--- src/hdl/dts_ram.sv ---
// generic single write port ram with registered read
`default_nettype none

module dts_ram #(
  parameter int unsigned WIDTH = 8,
  parameter int unsigned DEPTH = 256
) (
  input  wire logic                     clk_i,
  input  wire logic                     we_i,
  input  wire logic [$clog2(DEPTH)-1:0] waddr_i,
  input  wire logic [WIDTH-1:0]         wdata_i,
  input  wire logic [$clog2(DEPTH)-1:0] raddr_i,
  output logic      [WIDTH-1:0]         rdata_o
);

  logic [WIDTH-1:0] mem_q [DEPTH];

  always_ff @(posedge clk_i) begin
    if (we_i) begin
      mem_q[waddr_i] <= wdata_i;
    end
    rdata_o <= mem_q[raddr_i];
  end

endmodule

`default_nettype wire

--- config.mk ---
export PLATFORM = sky130hd
export DESIGN_NAME = dts_ram
export DESIGN_NICKNAME = d
export VERILOG_FILES = /design/src/hdl/dts_ram.sv
export SDC_FILE = /design/constraint.sdc
export NUM_CORES = 2
export LEC_CHECK = 0
export BUFFER_PORTS_ARGS = -buffer_cell sky130_fd_sc_hd__buf_2
export CORE_UTILIZATION = 35
export CTS_CLUSTER_SIZE = 28
export DETAILED_ROUTE_END_ITERATION = 8
export GPL_ROUTABILITY_DRIVEN = 0
export PLACE_DENSITY = 0.47
export SLEW_MARGIN = 20
export SYNTH_ARGS = -nofsm -noshare
export SYNTH_HDL_FRONTEND = slang
export SYNTH_SLANG_ARGS = --single-unit
--- constraint.sdc ---
create_clock -name clk_i -period 6.3 [get_ports clk_i]
set_input_delay 0.63 -clock clk_i [delete_from_list [all_inputs] [get_ports clk_i]]
set_output_delay 0.63 -clock clk_i [all_outputs]
set_load 0.1 [all_outputs]
**Word-level counts from Yosys, hierarchy flattened**

Memories as Yosys holds them, arrays and structs flattened. A register that Yosys moved wholly into a read port is not among the register bits.
Cells that the tools add are included.

- Register bits: 0
- RAM bits: 2048
- Bits of input ports: 26
- Word-level logic and storage cells: 3
- Memories kept: 1

Memories:

| name | depth | width | rd ports | clocked after Yosys merged registers in | wr ports | RTL line | text |
|---|---|---|---|---|---|---|---|
| mem_q | 256 | 8 | 1 | 1 | 1 | 16 | `logic [WIDTH-1:0] mem_q [DEPTH];` |

- Multiplexer cells: 2

Operators by type and width:

| kind | count |
|---|---|
| 1-bit 2-to-1 mux | 2 |

**Longest topological paths before layout**

- Depth in word-level cells: 2
- Gate-level depth with buffers: 11
- Gate-level depth less buffers: 6

**Worst setup path after synthesis**

Ideal clock, no wire load.

- Path type: input-to-reg
- From: input raddr_i[0]
- To: register rdata_o[2], read port of mem_q
- Data arrival time: 2.437 ns
- Data required time: 6.169 ns
- Setup slack: 3.732 ns
- Stages: 9
- Path buffers: 4
- Cells stage by stage: buf_6 -> buf_12 -> buf_8 -> buf_2 -> mux4_2 -> a22oi_1 -> a21oi_1 -> nor4_1 -> nor4_2

RTL lines:

| item | RTL line | text |
|---|---|---|
| from (decl) | 12 | `input wire logic [$clog2(DEPTH)-1:0] raddr_i,` |
| to (decl) | 13 | `output logic [WIDTH-1:0] rdata_o` |

==> impl_metrics.toml <==
[final_layout]
seq_area_sq_um = 61700
nNetsFinal = 3873
drive_gt1_share_pct = 22.8
fillerInstances = 20100
mostFrequentLayoutCells = "edfxtp_1, mux4_2, nor2_1, clkbuf_16, mux2i_1"
syn2layout_area_growth_pct = 13.1
multi_input_area_sq_um = 16600
layout.cells.most_common = "edfxtp_1"

[synth]
ys_types = 55
ys_ff_latch = 2056
seq_area_frac_synth_pct = 77.5
synth_ff_type = "edfxtp_1"
yosysWarnings = 0
netlist_instances = 3733
ys_async_sr_fraction_pct = 0
synth_edf_count = 2048
synth_area_per_cell_sq_um = 21.3
mappedNetlistNets = 3759
synth_area_sq_um = 79600

[timing]
setup_viol = 0
slew_violations = 0
setup_tns_ps = 0
max_freq_mhz = 262
fin_crit_ps = 3820
hold_viol = 0
hold_ws_ps = 230
period_share_pct = 60.6
fin_worst_skew_ps = 29.7
slew_headroom_pct = 21.0
tightest_slew_ps = 1180
grt_setup_unrepaired = "false"

[route]
num_vias = 38000
wl_per_cell_um = 30.8
via_per_inst = 5.42
drt_wl_total_um = 216000
drt_iter0_drc = 3836
drc = 0
antenna_left = 0
drtPass1Iterations = 5

[die]
die_w_um = 479
io_pins = 34
dieArea_sq_um = 229000
die_h_um = 479
initial_core_util_pct = 35.3
coreArea_sq_um = 225000
row_count = 174

[grt]
grt_max_degree = 178
grt_use_total_pct = 18.8
grt_pass1_vias = 39400
grt_pass1_wl_um = 307000
grt_overflow = 0
antenna_found_initial = 15

[clock_network]
cts.htree.levels = 4
cts_made_buffers = 209
clkLatencyLatePin_ps = 840
cts.sinks = 2056
post-cts-setup-buffers = 0
cts_hold_buf = 0
cts_tree = "built"
cts-root-buf = "clkbuf_16"
postCtsResizedCells = 0
cts.clk_slew.worst_paths_ps = 60
ctsLongestPathBuffers = 3

[job]
maxCapViolations = 0

[critical_path]
crit_slowest_cell = "nor3_1"
cp_max_fo = 49
crit_family = "buffers and inverters"
r2r_start = "mem_q[83][5]"
critPathBufInv = 3
path_cells = "buf_8 > buf_4 > buf_4 > mux4_2 > a221oi_1 > o32ai_1 > nor3_1 > nor4_1"
cpPeakStageDelay_ps = 720
start_kind = "input pin"
critPathKind = "in -> reg"
crit_required_ps = 6970
crit_top_cell = "buf_4"
critPathLaunch = "raddr_i[0]"
crit_path_end_kind = "register"
cp_data_arrival_time_ps = 4490

[power]
ir_worst_vdd_uv = 276
power.density_nw_per_um2 = 322
total_power_uw = 28900
leakagePower_uw = 0.0273

[run_status]
outcome = "finished, final reports clean"

[placement]
port-buffer-count = 33
dp_hpwl_um = 130000

[worst_hold_path]
min_path_type = "in -> reg"
min_from = "wdata_i[1]"
flip-flops by register name (all words and copies together), names as in the netlist:
name	cells
mem_q	2048
rdata_o	8
layout make-up:
cell class	count	share of cell area, %
Sequential cell	2056	68.5
Multi-Input combinational cell	1442	18.4
Clock buffer	265	6.20
Tap cell	2992	4.16
Timing Repair Buffer	136	1.35
Clock inverter	118	1.30
Antenna cell	4	0.0111
Inverter	2	0.00834
worst paths after layout:
path / to / slack [ps] / depth (start not counted)
worst min-delay path: mem_q[240][1] / 230 / 1
worst min register to register: rdata_o[0] / 1110 / 5
worst max register to register: rdata_o[5] / 3130 / 6
worst max-delay path: rdata_o[5] / 2480 / 8
per-stage QoR:
stage	utilization [%]	setup slack (ps)	cell area (sq um)	instances
3_3_place_gp	36.9	1360	83200	6626
3_5_place_dp	36.9	1530	83200	6628
5_1_grt	39.9	2300	90000	7014
6_report	39.9	2480	90000	7015
4_1_cts	39.9	2430	89900	7011
2_1_floorplan	-	3730	79600	3733
cell usage after synthesis (3+ instances only):
library cell  count  area (sq um)
a211oi_1         16           120
a21oi_1          96           480
a221oi_1         13           114
a22o_1            8          70.1
a22oi_1         133           998
and2_1            6          37.5
buf_1            22          82.6
buf_12            8           160
buf_2            31           155
buf_4            27           203
buf_6            21           236
buf_8            13           195
clkbuf_1        111           417
dfxtp_1           8           160
edfxtp_1       2048         61500
mux2i_1         134          1340
mux4_2          454         10200
nand2_1          33           124
nand2b_1          8          50.1
nand3_1          34           170
nand4_1          10          62.6
nor2_1          282          1060
nor2b_1          31           194
nor3_1           22           110
nor4_1           24           150
nor4_2            3          37.5
o211ai_1         10          75.1
o21ai_0          10          50.1
o221ai_1         46           403
o22a_1            5          43.8
o22ai_1          28           175
o32ai_1           4          35.0
or2_2             4          25.0
metal layers:
metal / global-route usage [%] / vias up / routed length (um)
met5: 0 / - / 13
met4: 4.25 / 2 / 4340
met3: 2.97 / 267 / 10700
met2: 29.5 / 1017 / 102000
met1: 27.7 / 20700 / 99400
li1: - / 16000 / -
power by group:
group	internal, uW	leakage (uW)	switching (uW)
Sequential	15100	0.0185	24.5
Clock	7100	0.00330	5280
Combinational	453	0.00554	1010
kinds of logic (layout without fill, tap and decap cells):
kind of cell           count (synthesis)  in the layout  synth area share [%]
muxes                                591            591                  14.6
AOI/OAI and AO/OA                    385            385                  3.42
and+or+nand+nor                      466            466                  2.63
other                                  0              4                     0
DFF                                 2056           2056                  77.5
buffers and inverters                235            521                  1.83
(Power assumes the default switching activity.)
