$ cat config.mk
export PLATFORM = sky130hd
export DESIGN_NAME = dts_seq
export DESIGN_NICKNAME = d
export VERILOG_FILES = /design/src/hdl/dts_pkg.sv /design/src/hdl/dts_seq.sv
export SDC_FILE = /design/constraint.sdc
export NUM_CORES = 1
export LEC_CHECK = 0
export BUFFER_PORTS_ARGS = -buffer_cell sky130_fd_sc_hd__buf_2
export CORE_MARGIN = 2
export CORE_UTILIZATION = 57
export CTS_CLUSTER_DIAMETER = 30
export CTS_CLUSTER_SIZE = 10
export DETAILED_ROUTE_END_ITERATION = 16
export HOLD_SLACK_MARGIN = 0.15
export PLACE_DENSITY = 0.86
export RECOVER_POWER = 50
export REMOVE_ABC_BUFFERS = 1
export SYNTH_ARGS = -nofsm -noshare
export SYNTH_HDL_FRONTEND = slang
export SYNTH_SLANG_ARGS = --single-unit
$ cat constraint.sdc
create_clock -name clk_i -period 6.1 [get_ports clk_i]
set_clock_uncertainty 0.15 [all_clocks]
set_input_delay 0.305 -clock clk_i [delete_from_list [all_inputs] [get_ports clk_i]]
set_output_delay 0.305 -clock clk_i [all_outputs]
set_load 0.005 [all_outputs]
$ cat src/hdl/dts_pkg.sv
// shared types, constants and size table of the device table search core
`default_nettype none

package dts_pkg;

  localparam int unsigned TABLE_DEPTH = 256;
  localparam int unsigned ADDR_W      = (TABLE_DEPTH > 1) ? $clog2(TABLE_DEPTH) : 1;

  localparam logic [7:0] END_CLASS   = 8'hFF;
  localparam logic [7:0] TYPE_NIBBLE = 8'h0F;
  localparam logic [7:0] ATTR_NIBBLE = 8'hF0;

  localparam int unsigned ROM_CLASSES = 12;
  localparam int unsigned ROM_TYPES   = 15;

  typedef enum logic [2:0] {
    OP_WRITE    = 3'd0,
    OP_SEARCH   = 3'd1,
    OP_SET_ATTR = 3'd2,
    OP_CLR_ATTR = 3'd3,
    OP_SIZE     = 3'd4
  } op_e;

  typedef struct packed {
    logic [2:0] op;
    logic [7:0] entry_index;
    logic [7:0] dev_class;
    logic [7:0] dev_type;
    logic [7:0] node_id;
    logic       any_node;
    logic [7:0] occurrence;
    logic [7:0] attr_mask;
  } in_req_t;

  typedef struct packed {
    logic       status;
    logic [7:0] result_index;
    logic [5:0] dev_size;
    logic [7:0] entry_type;
  } out_rsp_t;

  typedef struct packed {
    logic [7:0] dev_class;
    logic [7:0] dev_type;
    logic [7:0] node_id;
  } entry_t;

  typedef struct packed {
    logic              we;
    logic [ADDR_W-1:0] waddr;
    entry_t            wdata;
    logic [ADDR_W-1:0] raddr;
  } mem_req_t;

  typedef struct packed {
    logic     valid;
    out_rsp_t data;
  } rsp_t;

  localparam logic [5:0] SIZE_ROM [ROM_CLASSES][ROM_TYPES] = '{
    '{6'd0, 6'd0,  6'd0,  6'd0,  6'd0,  6'd0, 6'd0, 6'd0, 6'd0, 6'd0, 6'd0, 6'd0, 6'd0,
      6'd0, 6'd0},
    '{6'd0, 6'd1,  6'd1,  6'd1,  6'd2,  6'd2, 6'd2, 6'd2, 6'd2, 6'd2, 6'd0, 6'd0, 6'd0,
      6'd0, 6'd0},
    '{6'd0, 6'd1,  6'd2,  6'd4,  6'd1,  6'd2, 6'd4, 6'd0, 6'd0, 6'd0, 6'd0, 6'd0, 6'd0,
      6'd0, 6'd0},
    '{6'd0, 6'd1,  6'd2,  6'd2,  6'd2,  6'd2, 6'd4, 6'd4, 6'd4, 6'd4, 6'd0, 6'd0, 6'd0,
      6'd0, 6'd0},
    '{6'd0, 6'd1,  6'd2,  6'd2,  6'd2,  6'd2, 6'd4, 6'd4, 6'd4, 6'd4, 6'd0, 6'd0, 6'd0,
      6'd0, 6'd0},
    '{6'd0, 6'd1,  6'd1,  6'd2,  6'd0,  6'd0, 6'd0, 6'd0, 6'd0, 6'd0, 6'd0, 6'd0, 6'd0,
      6'd0, 6'd0},
    '{6'd0, 6'd32, 6'd16, 6'd10, 6'd10, 6'd0, 6'd0, 6'd0, 6'd0, 6'd0, 6'd0, 6'd0, 6'd0,
      6'd0, 6'd0},
    '{6'd0, 6'd2,  6'd4,  6'd2,  6'd4,  6'd0, 6'd0, 6'd0, 6'd0, 6'd0, 6'd0, 6'd0, 6'd0,
      6'd0, 6'd0},
    '{6'd0, 6'd1,  6'd2,  6'd4,  6'd1,  6'd2, 6'd4, 6'd0, 6'd0, 6'd0, 6'd0, 6'd0, 6'd0,
      6'd0, 6'd0},
    '{6'd0, 6'd1,  6'd2,  6'd4,  6'd1,  6'd2, 6'd4, 6'd0, 6'd0, 6'd0, 6'd0, 6'd0, 6'd0,
      6'd0, 6'd0},
    '{6'd0, 6'd1,  6'd2,  6'd1,  6'd2,  6'd1, 6'd2, 6'd4, 6'd1, 6'd2, 6'd4, 6'd0, 6'd0,
      6'd0, 6'd0},
    '{6'd0, 6'd1,  6'd1,  6'd2,  6'd1,  6'd2, 6'd2, 6'd1, 6'd4, 6'd4, 6'd1, 6'd1, 6'd0,
      6'd0, 6'd0}
  };

  function automatic logic [5:0] rom_size(logic [7:0] cls, logic [7:0] typ);
    logic [3:0] t;
    t = typ[3:0] & TYPE_NIBBLE[3:0];
    if ((32'(cls) >= ROM_CLASSES) || (32'(t) >= ROM_TYPES)) begin
      return 6'd0;
    end
    return SIZE_ROM[cls[3:0]][t];
  endfunction

  function automatic logic in_table(logic [7:0] idx);
    return 32'(idx) < TABLE_DEPTH;
  endfunction

  function automatic logic [ADDR_W-1:0] to_addr(logic [7:0] idx);
    return ADDR_W'(32'(idx));
  endfunction

endpackage

`default_nettype wire

$ cat src/hdl/dts_seq.sv
// sequencer: table clear, entry write, search walk, read-modify-write and size lookup
`default_nettype none

module dts_seq
  import dts_pkg::*;
(
  input  wire logic     clk_i,
  input  wire logic     rst_ni,
  input  wire logic     in_valid_i,
  input  wire in_req_t  in_data_i,
  output logic          in_ready_o,
  input  wire logic     slot_free_i,
  output rsp_t          rsp_o,
  output mem_req_t      mem_req_o,
  input  wire entry_t   mem_rdata_i
);

  typedef enum logic [2:0] {
    ST_CLEAR,
    ST_IDLE,
    ST_SRCH,
    ST_RMW,
    ST_DONE
  } state_e;

  state_e            state_q, state_d;
  in_req_t           req_q, req_d;
  out_rsp_t          res_q, res_d;
  logic [ADDR_W-1:0] ptr_q, ptr_d;
  logic [7:0]        cnt_q, cnt_d;

  logic accept;
  logic match;

  assign accept     = in_valid_i && in_ready_o;
  assign in_ready_o = (state_q == ST_IDLE);

  assign match = (mem_rdata_i.dev_class == req_q.dev_class) &&
                 ((mem_rdata_i.dev_type & TYPE_NIBBLE) == (req_q.dev_type & TYPE_NIBBLE)) &&
                 (req_q.any_node || (mem_rdata_i.node_id == req_q.node_id));

  always_comb begin
    logic [7:0] mask;
    logic [7:0] new_type;
    state_d   = state_q;
    req_d     = req_q;
    res_d     = res_q;
    ptr_d     = ptr_q;
    cnt_d     = cnt_q;
    mem_req_o = '{we: 1'b0, waddr: to_addr(req_q.entry_index), wdata: mem_rdata_i,
                  raddr: ptr_q};
    mask      = req_q.attr_mask & ATTR_NIBBLE;
    new_type  = mem_rdata_i.dev_type;

    unique case (state_q)
      ST_CLEAR: begin
        mem_req_o.we    = 1'b1;
        mem_req_o.waddr = ptr_q;
        mem_req_o.wdata = '{dev_class: END_CLASS, dev_type: 8'd0, node_id: 8'd0};
        ptr_d           = ptr_q + 1'b1;
        if (ptr_q == ADDR_W'(TABLE_DEPTH - 1)) begin
          ptr_d   = '0;
          state_d = ST_IDLE;
        end
      end
      ST_IDLE: begin
        mem_req_o.raddr = to_addr(in_data_i.entry_index);
        if (accept) begin
          req_d   = in_data_i;
          res_d   = '0;
          cnt_d   = '0;
          state_d = ST_DONE;
          unique case (op_e'(in_data_i.op))
            OP_WRITE: begin
              if (in_table(in_data_i.entry_index)) begin
                mem_req_o.we    = 1'b1;
                mem_req_o.waddr = to_addr(in_data_i.entry_index);
                mem_req_o.wdata = '{dev_class: in_data_i.dev_class,
                                    dev_type:  in_data_i.dev_type,
                                    node_id:   in_data_i.node_id};
                res_d.entry_type = in_data_i.dev_type;
              end
            end
            OP_SEARCH: begin
              mem_req_o.raddr = '0;
              ptr_d           = '0;
              state_d         = ST_SRCH;
            end
            OP_SET_ATTR, OP_CLR_ATTR, OP_SIZE: begin
              if (in_table(in_data_i.entry_index)) begin
                state_d = ST_RMW;
              end
            end
            default: begin
              state_d = ST_DONE;
            end
          endcase
        end
      end
      ST_SRCH: begin
        mem_req_o.raddr = ptr_q + 1'b1;
        if (mem_rdata_i.dev_class == END_CLASS) begin
          res_d.status = 1'b1;
          state_d      = ST_DONE;
        end else if (match && (cnt_q == req_q.occurrence)) begin
          res_d.result_index = 8'(ptr_q);
          res_d.entry_type   = mem_rdata_i.dev_type;
          state_d            = ST_DONE;
        end else begin
          if (match) begin
            cnt_d = cnt_q + 1'b1;
          end
          if (ptr_q == ADDR_W'(TABLE_DEPTH - 1)) begin
            res_d.status = 1'b1;
            state_d      = ST_DONE;
          end else begin
            ptr_d = ptr_q + 1'b1;
          end
        end
      end
      ST_RMW: begin
        state_d = ST_DONE;
        unique case (op_e'(req_q.op))
          OP_SET_ATTR: begin
            new_type = mem_rdata_i.dev_type | mask;
          end
          OP_CLR_ATTR: begin
            new_type = mem_rdata_i.dev_type & ~mask;
          end
          default: begin
            new_type = mem_rdata_i.dev_type;
          end
        endcase
        res_d.entry_type = new_type;
        if (op_e'(req_q.op) == OP_SIZE) begin
          res_d.dev_size = rom_size(mem_rdata_i.dev_class, mem_rdata_i.dev_type);
        end else begin
          mem_req_o.we             = 1'b1;
          mem_req_o.wdata.dev_type = new_type;
        end
      end
      ST_DONE: begin
        if (slot_free_i) begin
          state_d = ST_IDLE;
        end
      end
      default: begin
        state_d = ST_IDLE;
      end
    endcase
  end

  assign rsp_o = '{valid: (state_q == ST_DONE), data: res_q};

  always_ff @(posedge clk_i or negedge rst_ni) begin
    if (!rst_ni) begin
      state_q <= ST_CLEAR;
      ptr_q   <= '0;
      cnt_q   <= '0;
    end else begin
      state_q <= state_d;
      ptr_q   <= ptr_d;
      cnt_q   <= cnt_d;
    end
  end

  always_ff @(posedge clk_i) begin
    req_q <= req_d;
    res_q <= res_d;
  end

  a_no_write_in_search : assert property (@(posedge clk_i) disable iff (!rst_ni)
    (state_q == ST_SRCH) |-> !mem_req_o.we)
    else $error("memory write during search walk");

  a_fail_clean : assert property (@(posedge clk_i) disable iff (!rst_ni)
    (rsp_o.valid && rsp_o.data.status) |->
      (rsp_o.data.result_index == 8'd0 && rsp_o.data.entry_type == 8'd0 &&
       rsp_o.data.dev_size == 6'd0))
    else $error("failed search carries nonzero fields");

  a_size_only : assert property (@(posedge clk_i) disable iff (!rst_ni)
    (rsp_o.valid && rsp_o.data.dev_size != 6'd0) |-> (op_e'(req_q.op) == OP_SIZE))
    else $error("size reported for an op other than size query");

  a_write_done : assert property (@(posedge clk_i) disable iff (!rst_ni)
    (accept && op_e'(in_data_i.op) == OP_WRITE) |=> (state_q == ST_DONE))
    else $error("write transaction did not complete in one cycle");

endmodule

`default_nettype wire

Yosys cells after proc, flatten, opt, wreduce, memory -nomap -nowiden

Memories as Yosys holds them, arrays and structs flattened.
Index checks and enable logic that the tools add are counted.

Memories kept: 1
Flip-flop bits (word level): 90
Output and inout bits: 66
Memory bits (read-only): 1,440

$lt $le $gt $ge: 4
Add/sub/neg operators: 2
Bitwise gates (word level): 5
Multiplexer cells: 54
Reductions and logical operators: 21
Equal/unequal tests: 30

Memories:

| memory           | words | width | read ports | clocked after memory_dff | write ports | line          | RTL |
|---|---|---|---|---|---|---|---|
| (name not given) | 16    | 90    | 1          | 0                        | 0           | dts_pkg.sv:93 | `return SIZE_ROM[cls[3:0]][t];` |

Operator list:

| cell                | number |
|---|---|
| $mux 90             | 2 |
| $mux 8              | 17 |
| $pmux 8 s3          | 3 |
| $pmux 8 s2          | 4 |
| $mux 41             | 1 |
| $mux 33             | 1 |
| $pmux 16 s2         | 1 |
| $mux 6              | 5 |
| $bmux 6 s4          | 1 |
| $eq 8x8->1          | 3 |
| $mux 23             | 1 |
| $eq 3x2->1 const B  | 6 |
| $mux 3              | 6 |
| $pmux 9 s2          | 1 |
| $add 8x1->8 const B | 2 |
| $eq 8x8->1 const B  | 2 |
| $ne 2x2->1 const B  | 8 |
| $reduce_and 4->1    | 4 |
| $pmux 3 s5          | 1 |
| $pmux 6 s2          | 1 |
| $ge 5x5->1 const B  | 2 |
| $not 4->5           | 2 |
| $eq 3x3->1 const B  | 3 |
| $and 8x8->8         | 1 |
| other kinds (22)    | 38 |

Longest topological paths before layout

Depth in word-level cells: 10
Depth in mapped cells: 9
Depth with buffers taken out: 7

Worst setup path before layout

Ideal clock, no wire load.

Path type: register to output
Start: reg state_q[1]
End: out mem_req_o[25] (netlist name)
Stages on the path, launching flop included: 8
Arrival: 2.585 ns
Data required time: 5.645 ns
Slack: 3.060 ns
Path through: dfrtp_1 buf_4 nor3b_1 nand2_1 inv_1 nand2_1 nand2_1 nand3_1

RTL lines:

| what                     | line           | RTL |
|---|---|---|
| start: declaration       | dts_seq.sv:26  | `state_e state_q, state_d;` |
| start signal: assignment | dts_seq.sv:161 | `state_q <= state_d;` |
| end: declaration         | dts_seq.sv:14  | `output mem_req_t mem_req_o,` |

==> implementation parameters <==
Parameter                              Value

Run status
  Outcome ... completed

Clocking
  TritonCTS buffer count ... 9
  CTS Sinks ... 86
  Clk buf depth ... 2
  Insertion delay of the later-clocked pin in the worst-skew pair ... 0.36 ns
  Quantity of hold-fixing buffers added after cts ... 49
  Clock tree from TritonCTS ... done
  Htree depth ... 3
  Clock tree root driver cell ... clkbuf_8
  Number of buffers added for setup after CTS ... 0
  Count of instances resized after the clock tree is built ... 0
  CTS clk-pin slew, worst paths ... 0.08 ns

Pwr
  Sw power ... 0.000858 W
  Maximum vdd drop ... 0.000261 V
  Combinational power share ... 40.5%
  Areal power density over the cells ... 340 nW/µm²
  Overall Power ... 0.00222 W
  Power share of the sequential group ... 39.9%
  Standby leakage power ... 2.62 nW
  Int Power ... 0.00136 W
  Switching portion of total power ... 38.7%
  Clock share of power ... 19.6%

STA
  RSZ-0062 raised after global routing ... false
  Final hold violation count ... 0
  Worst Tran Pin Value ... 1.31 ns
  Max Transition Viols Final ... 0
  Remaining max-slew budget at the tightest pin ... 11.9%
  # setup viols final ... 0
  Final period demand of the worst path ... 4.34 ns
  Share of the clock period used by the worst path after layout ... 71.1%
  Fmax ... 230 MHz
  Setup TNS ... 0 ns

Yosys
  Post-synthesis cell type with the largest combined area ... edfxtp_1
  Post-Synthesis Mean Instance Area ... 9.41 µm²
  YS warnings ... 0
  Async set-reset flop share out of synthesis ... 22.1%
  Post-Synthesis Cell Area ... 5200 µm²
  Most common flop cell mapped by yosys ... edfxtp_1
  Unique cell type count in the Yosys netlist ... 63
  Most numerous cell in the Yosys netlist ... nand2_1
  Leading post-synthesis cells by cell area ... edfxtp_1 (39%), dfrtp_1 (9.2%), nand2_1 (6.8%), xor2_1 (4.4%), o21ai_0 (3.2%)
  Sequential share of the synthesized area ... 47.9%
  Register bit total from synthesis ... 86
  Post-synthesis cell count ... 552
  Synth cell count leaders ... nand2_1 (94), edfxtp_1 (67), o21ai_0 (33)
  Area share of the largest cell type after synthesis ... 38.7%
  Number of enable-type register cells in the synthesized netlist ... 67

Critical path
  Crit-path max FO ... 50
  Critical Path Start Type ... register
  Worst Reg2Reg Path Length in Cells ... 7
  Crit path required time ... 5.64 ns
  Reg-to-reg setup timing slack ... 2.51 ns
  Endpoint arrival time on the critical path ... 3.88 ns
  Startpoint of the worst-slack reg-to-reg timing path ... state_q[2]$_DFFE_PN0P_
  Startpoint-to-endpoint class of the critical path ... reg -> out
  Kind of capture point of the worst setup path ... primary output
  Worst reg2reg path endpoint ... cnt_q[7]$_DFFE_PN0P_

Run
  Count of max-cap constraint violations ... 0

Global routing
  Overall track demand over capacity in global routing ... 29.3%
  Via count of the first global-routing pass ... 4,784
  GRT met3 Usage ... 4.64%
  Most congested layer reported by global routing ... met2
  Met1 global-route usage ... 38.3%
  Antenna violations before repair ... 0
  Grt total ovfl ... 0
  Met2 usage ... 49.3%
  First-pass GRT wire length ... 23,400 µm
  Largest net degree at the start of global routing ... 51

Placement
  Post-Place Cells ... 764
  Post-DP HPWL ... 9600 µm
  Routability Congestion ... 0.935
  Placed inst area ... 5870 µm²
  Quantity of I/O buffers inserted on ports ... 141

Floorplanning
  Die Y ... 99.5 µm
  Count of standard-cell rows ... 34
  Number of top-level pins ... 146
  Die width ... 99.5 µm
  Die Outline Area ... 9900 µm²
  Area of the core region ... 8760 µm²
  Initial Utilization ... 59.3%

Finish
  Post-synthesis to final-layout area growth ... 25.3%
  Post-layout instance area ... 6510 µm²
  Ratio of cells with drive above 1 in the final layout ... 17.6%
  Count of antenna diodes in the layout ... 0
  Net total in the final layout ... 798
  Final std cells w/o fill ... 829

Detailed routing
  Final Routed Wirelength ... 14,600 µm
  Via count ... 5,119
  Via count normalized by instance count ... 6.17
  DRT Pass-1 Iters ... 5
  Number of DRC violations after detailed routing ... 0
  1st-iter DRT viols ... 505
  Wirelength per Cell ... 17.7 µm
  Post-route antenna net violation count ... 0

Hold path
  Hold endpoint ... rsp_o[4]$_DFFE_PP_
  Startpoint of the lowest-slack hold path ... mem_rdata_i[12]
  Cell depth of the worst hold path ... 3
  Min-Delay Path Class ... in -> reg
kinds of logic after synthesis:
group / share of synthesized area, %
AND/OR/NAND/NOR: 23.1
AO/OA/AOI/OAI: 18.9
flip-flops: 47.9
buffers and inverters: 4.41
XOR/XNOR: 4.89
multiplexers: 0.433
adder cells (fa/ha/maj): 0.482
power groups by stage:
| stage | clock network, W | registers (W) | logic [W] |
|---|---|---|---|
| floorplan | 0 | 0.000872 | 0.000499 |
| global placement | 0 | 0.000887 | 0.000842 |
| detailed placement | 0 | 0.000894 | 0.000865 |
| CTS | 0.000436 | 0.000882 | 0.000896 |
| global route | 0.000456 | 0.000898 | 0.000988 |
| finish | 0.000435 | 0.000884 | 0.000897 |
cells in the final DEF (no fill, tap or decap), types with 3 or more instances in the layout:
master	count
a21o_1	6
a21oi_1	25
a221o_1	4
a22oi_1	11
a31oi_1	8
a32oi_1	5
and2_0	4
and2_1	6
and3_1	6
buf_2	97
buf_4	3
clkbuf_1	46
clkbuf_8	10
dfrtp_1	19
dlygate4sd3_1	49
edfxtp_1	67
inv_1	8
nand2_1	94
nand2b_1	12
nand3_1	32
nor2_1	29
nor2b_1	4
nor3_1	13
nor4_1	11
o211ai_1	5
o21a_1	3
o21ai_0	33
o21bai_1	3
o22a_1	5
o311ai_0	5
o31ai_1	7
o41ai_1	9
or2_2	3
or3_1	7
xnor2_1	3
xor2_1	26
critical path, cell delays in order (launching register included):
cell,delay (ns)
dfrtp_1,0.69
nor3b_1,0.25
clkbuf_1,0.53
nand2_1,0.39
inv_2,0.86
nand2_1,0.36
nand2_1,0.16
nand3_1,0.09
buf_2,0.17
metal layers:
metal,up-vias,share of wire [%],wire [µm]
li1,2384,-,-
met1,2402,40,5830
met2,297,49,7240
met3,36,8.3,1220
met4,0,2.4,356
met5,-,0,0
layout make-up:
| type | instances | area, µm² |
|---|---|---|
| Sequential cell | 86 | 2490 |
| Multi-Input combinational cell | 416 | 2470 |
| Fill cell | 662 | 2250 |
| Timing Repair Buffer | 194 | 1170 |
| Clock buffer | 13 | 170 |
| Tap cell | 108 | 135 |
| Clock inverter | 3 | 42.5 |
| Inverter | 9 | 33.8 |
through the flow:
stage | util (%) | setup slack (ns) | hold slack, ns
after floorplan | - | 2.35 | -0.141
after detailed placement | 67.0 | 2.61 | 0.130
after global placement | 67.0 | 2.77 | 0.119
after CTS | 75.0 | 2.21 | 0.157
final | 74.3 | 1.76 | 0.178
after global routing | 74.3 | 1.48 | 0.179
flip-flops by register name, indices dropped and copies added (netlist names):
signal / count
cnt_q: 8
ptr_q: 8
req_q: 44
rsp_o: 23
state_q: 3
worst max path at each step:
stage,slack (ns),end,from
6_report,1.76,mem_req_o[26],state_q[0]$_DFFE_PN0P_
5_1_grt,1.48,mem_req_o[26],state_q[0]$_DFFE_PN0P_
4_1_cts,2.21,mem_req_o[28],state_q[0]$_DFFE_PN0P_
3_5_place_dp,2.61,mem_req_o[28],state_q[0]$_DFFE_PN0P_
3_3_place_gp,2.77,mem_req_o[25],state_q[0]$_DFFE_PN0P_
2_1_floorplan,2.35,mem_req_o[25],state_q[0]$_DFFE_PN0P_
(Power assumes the default switching activity.)
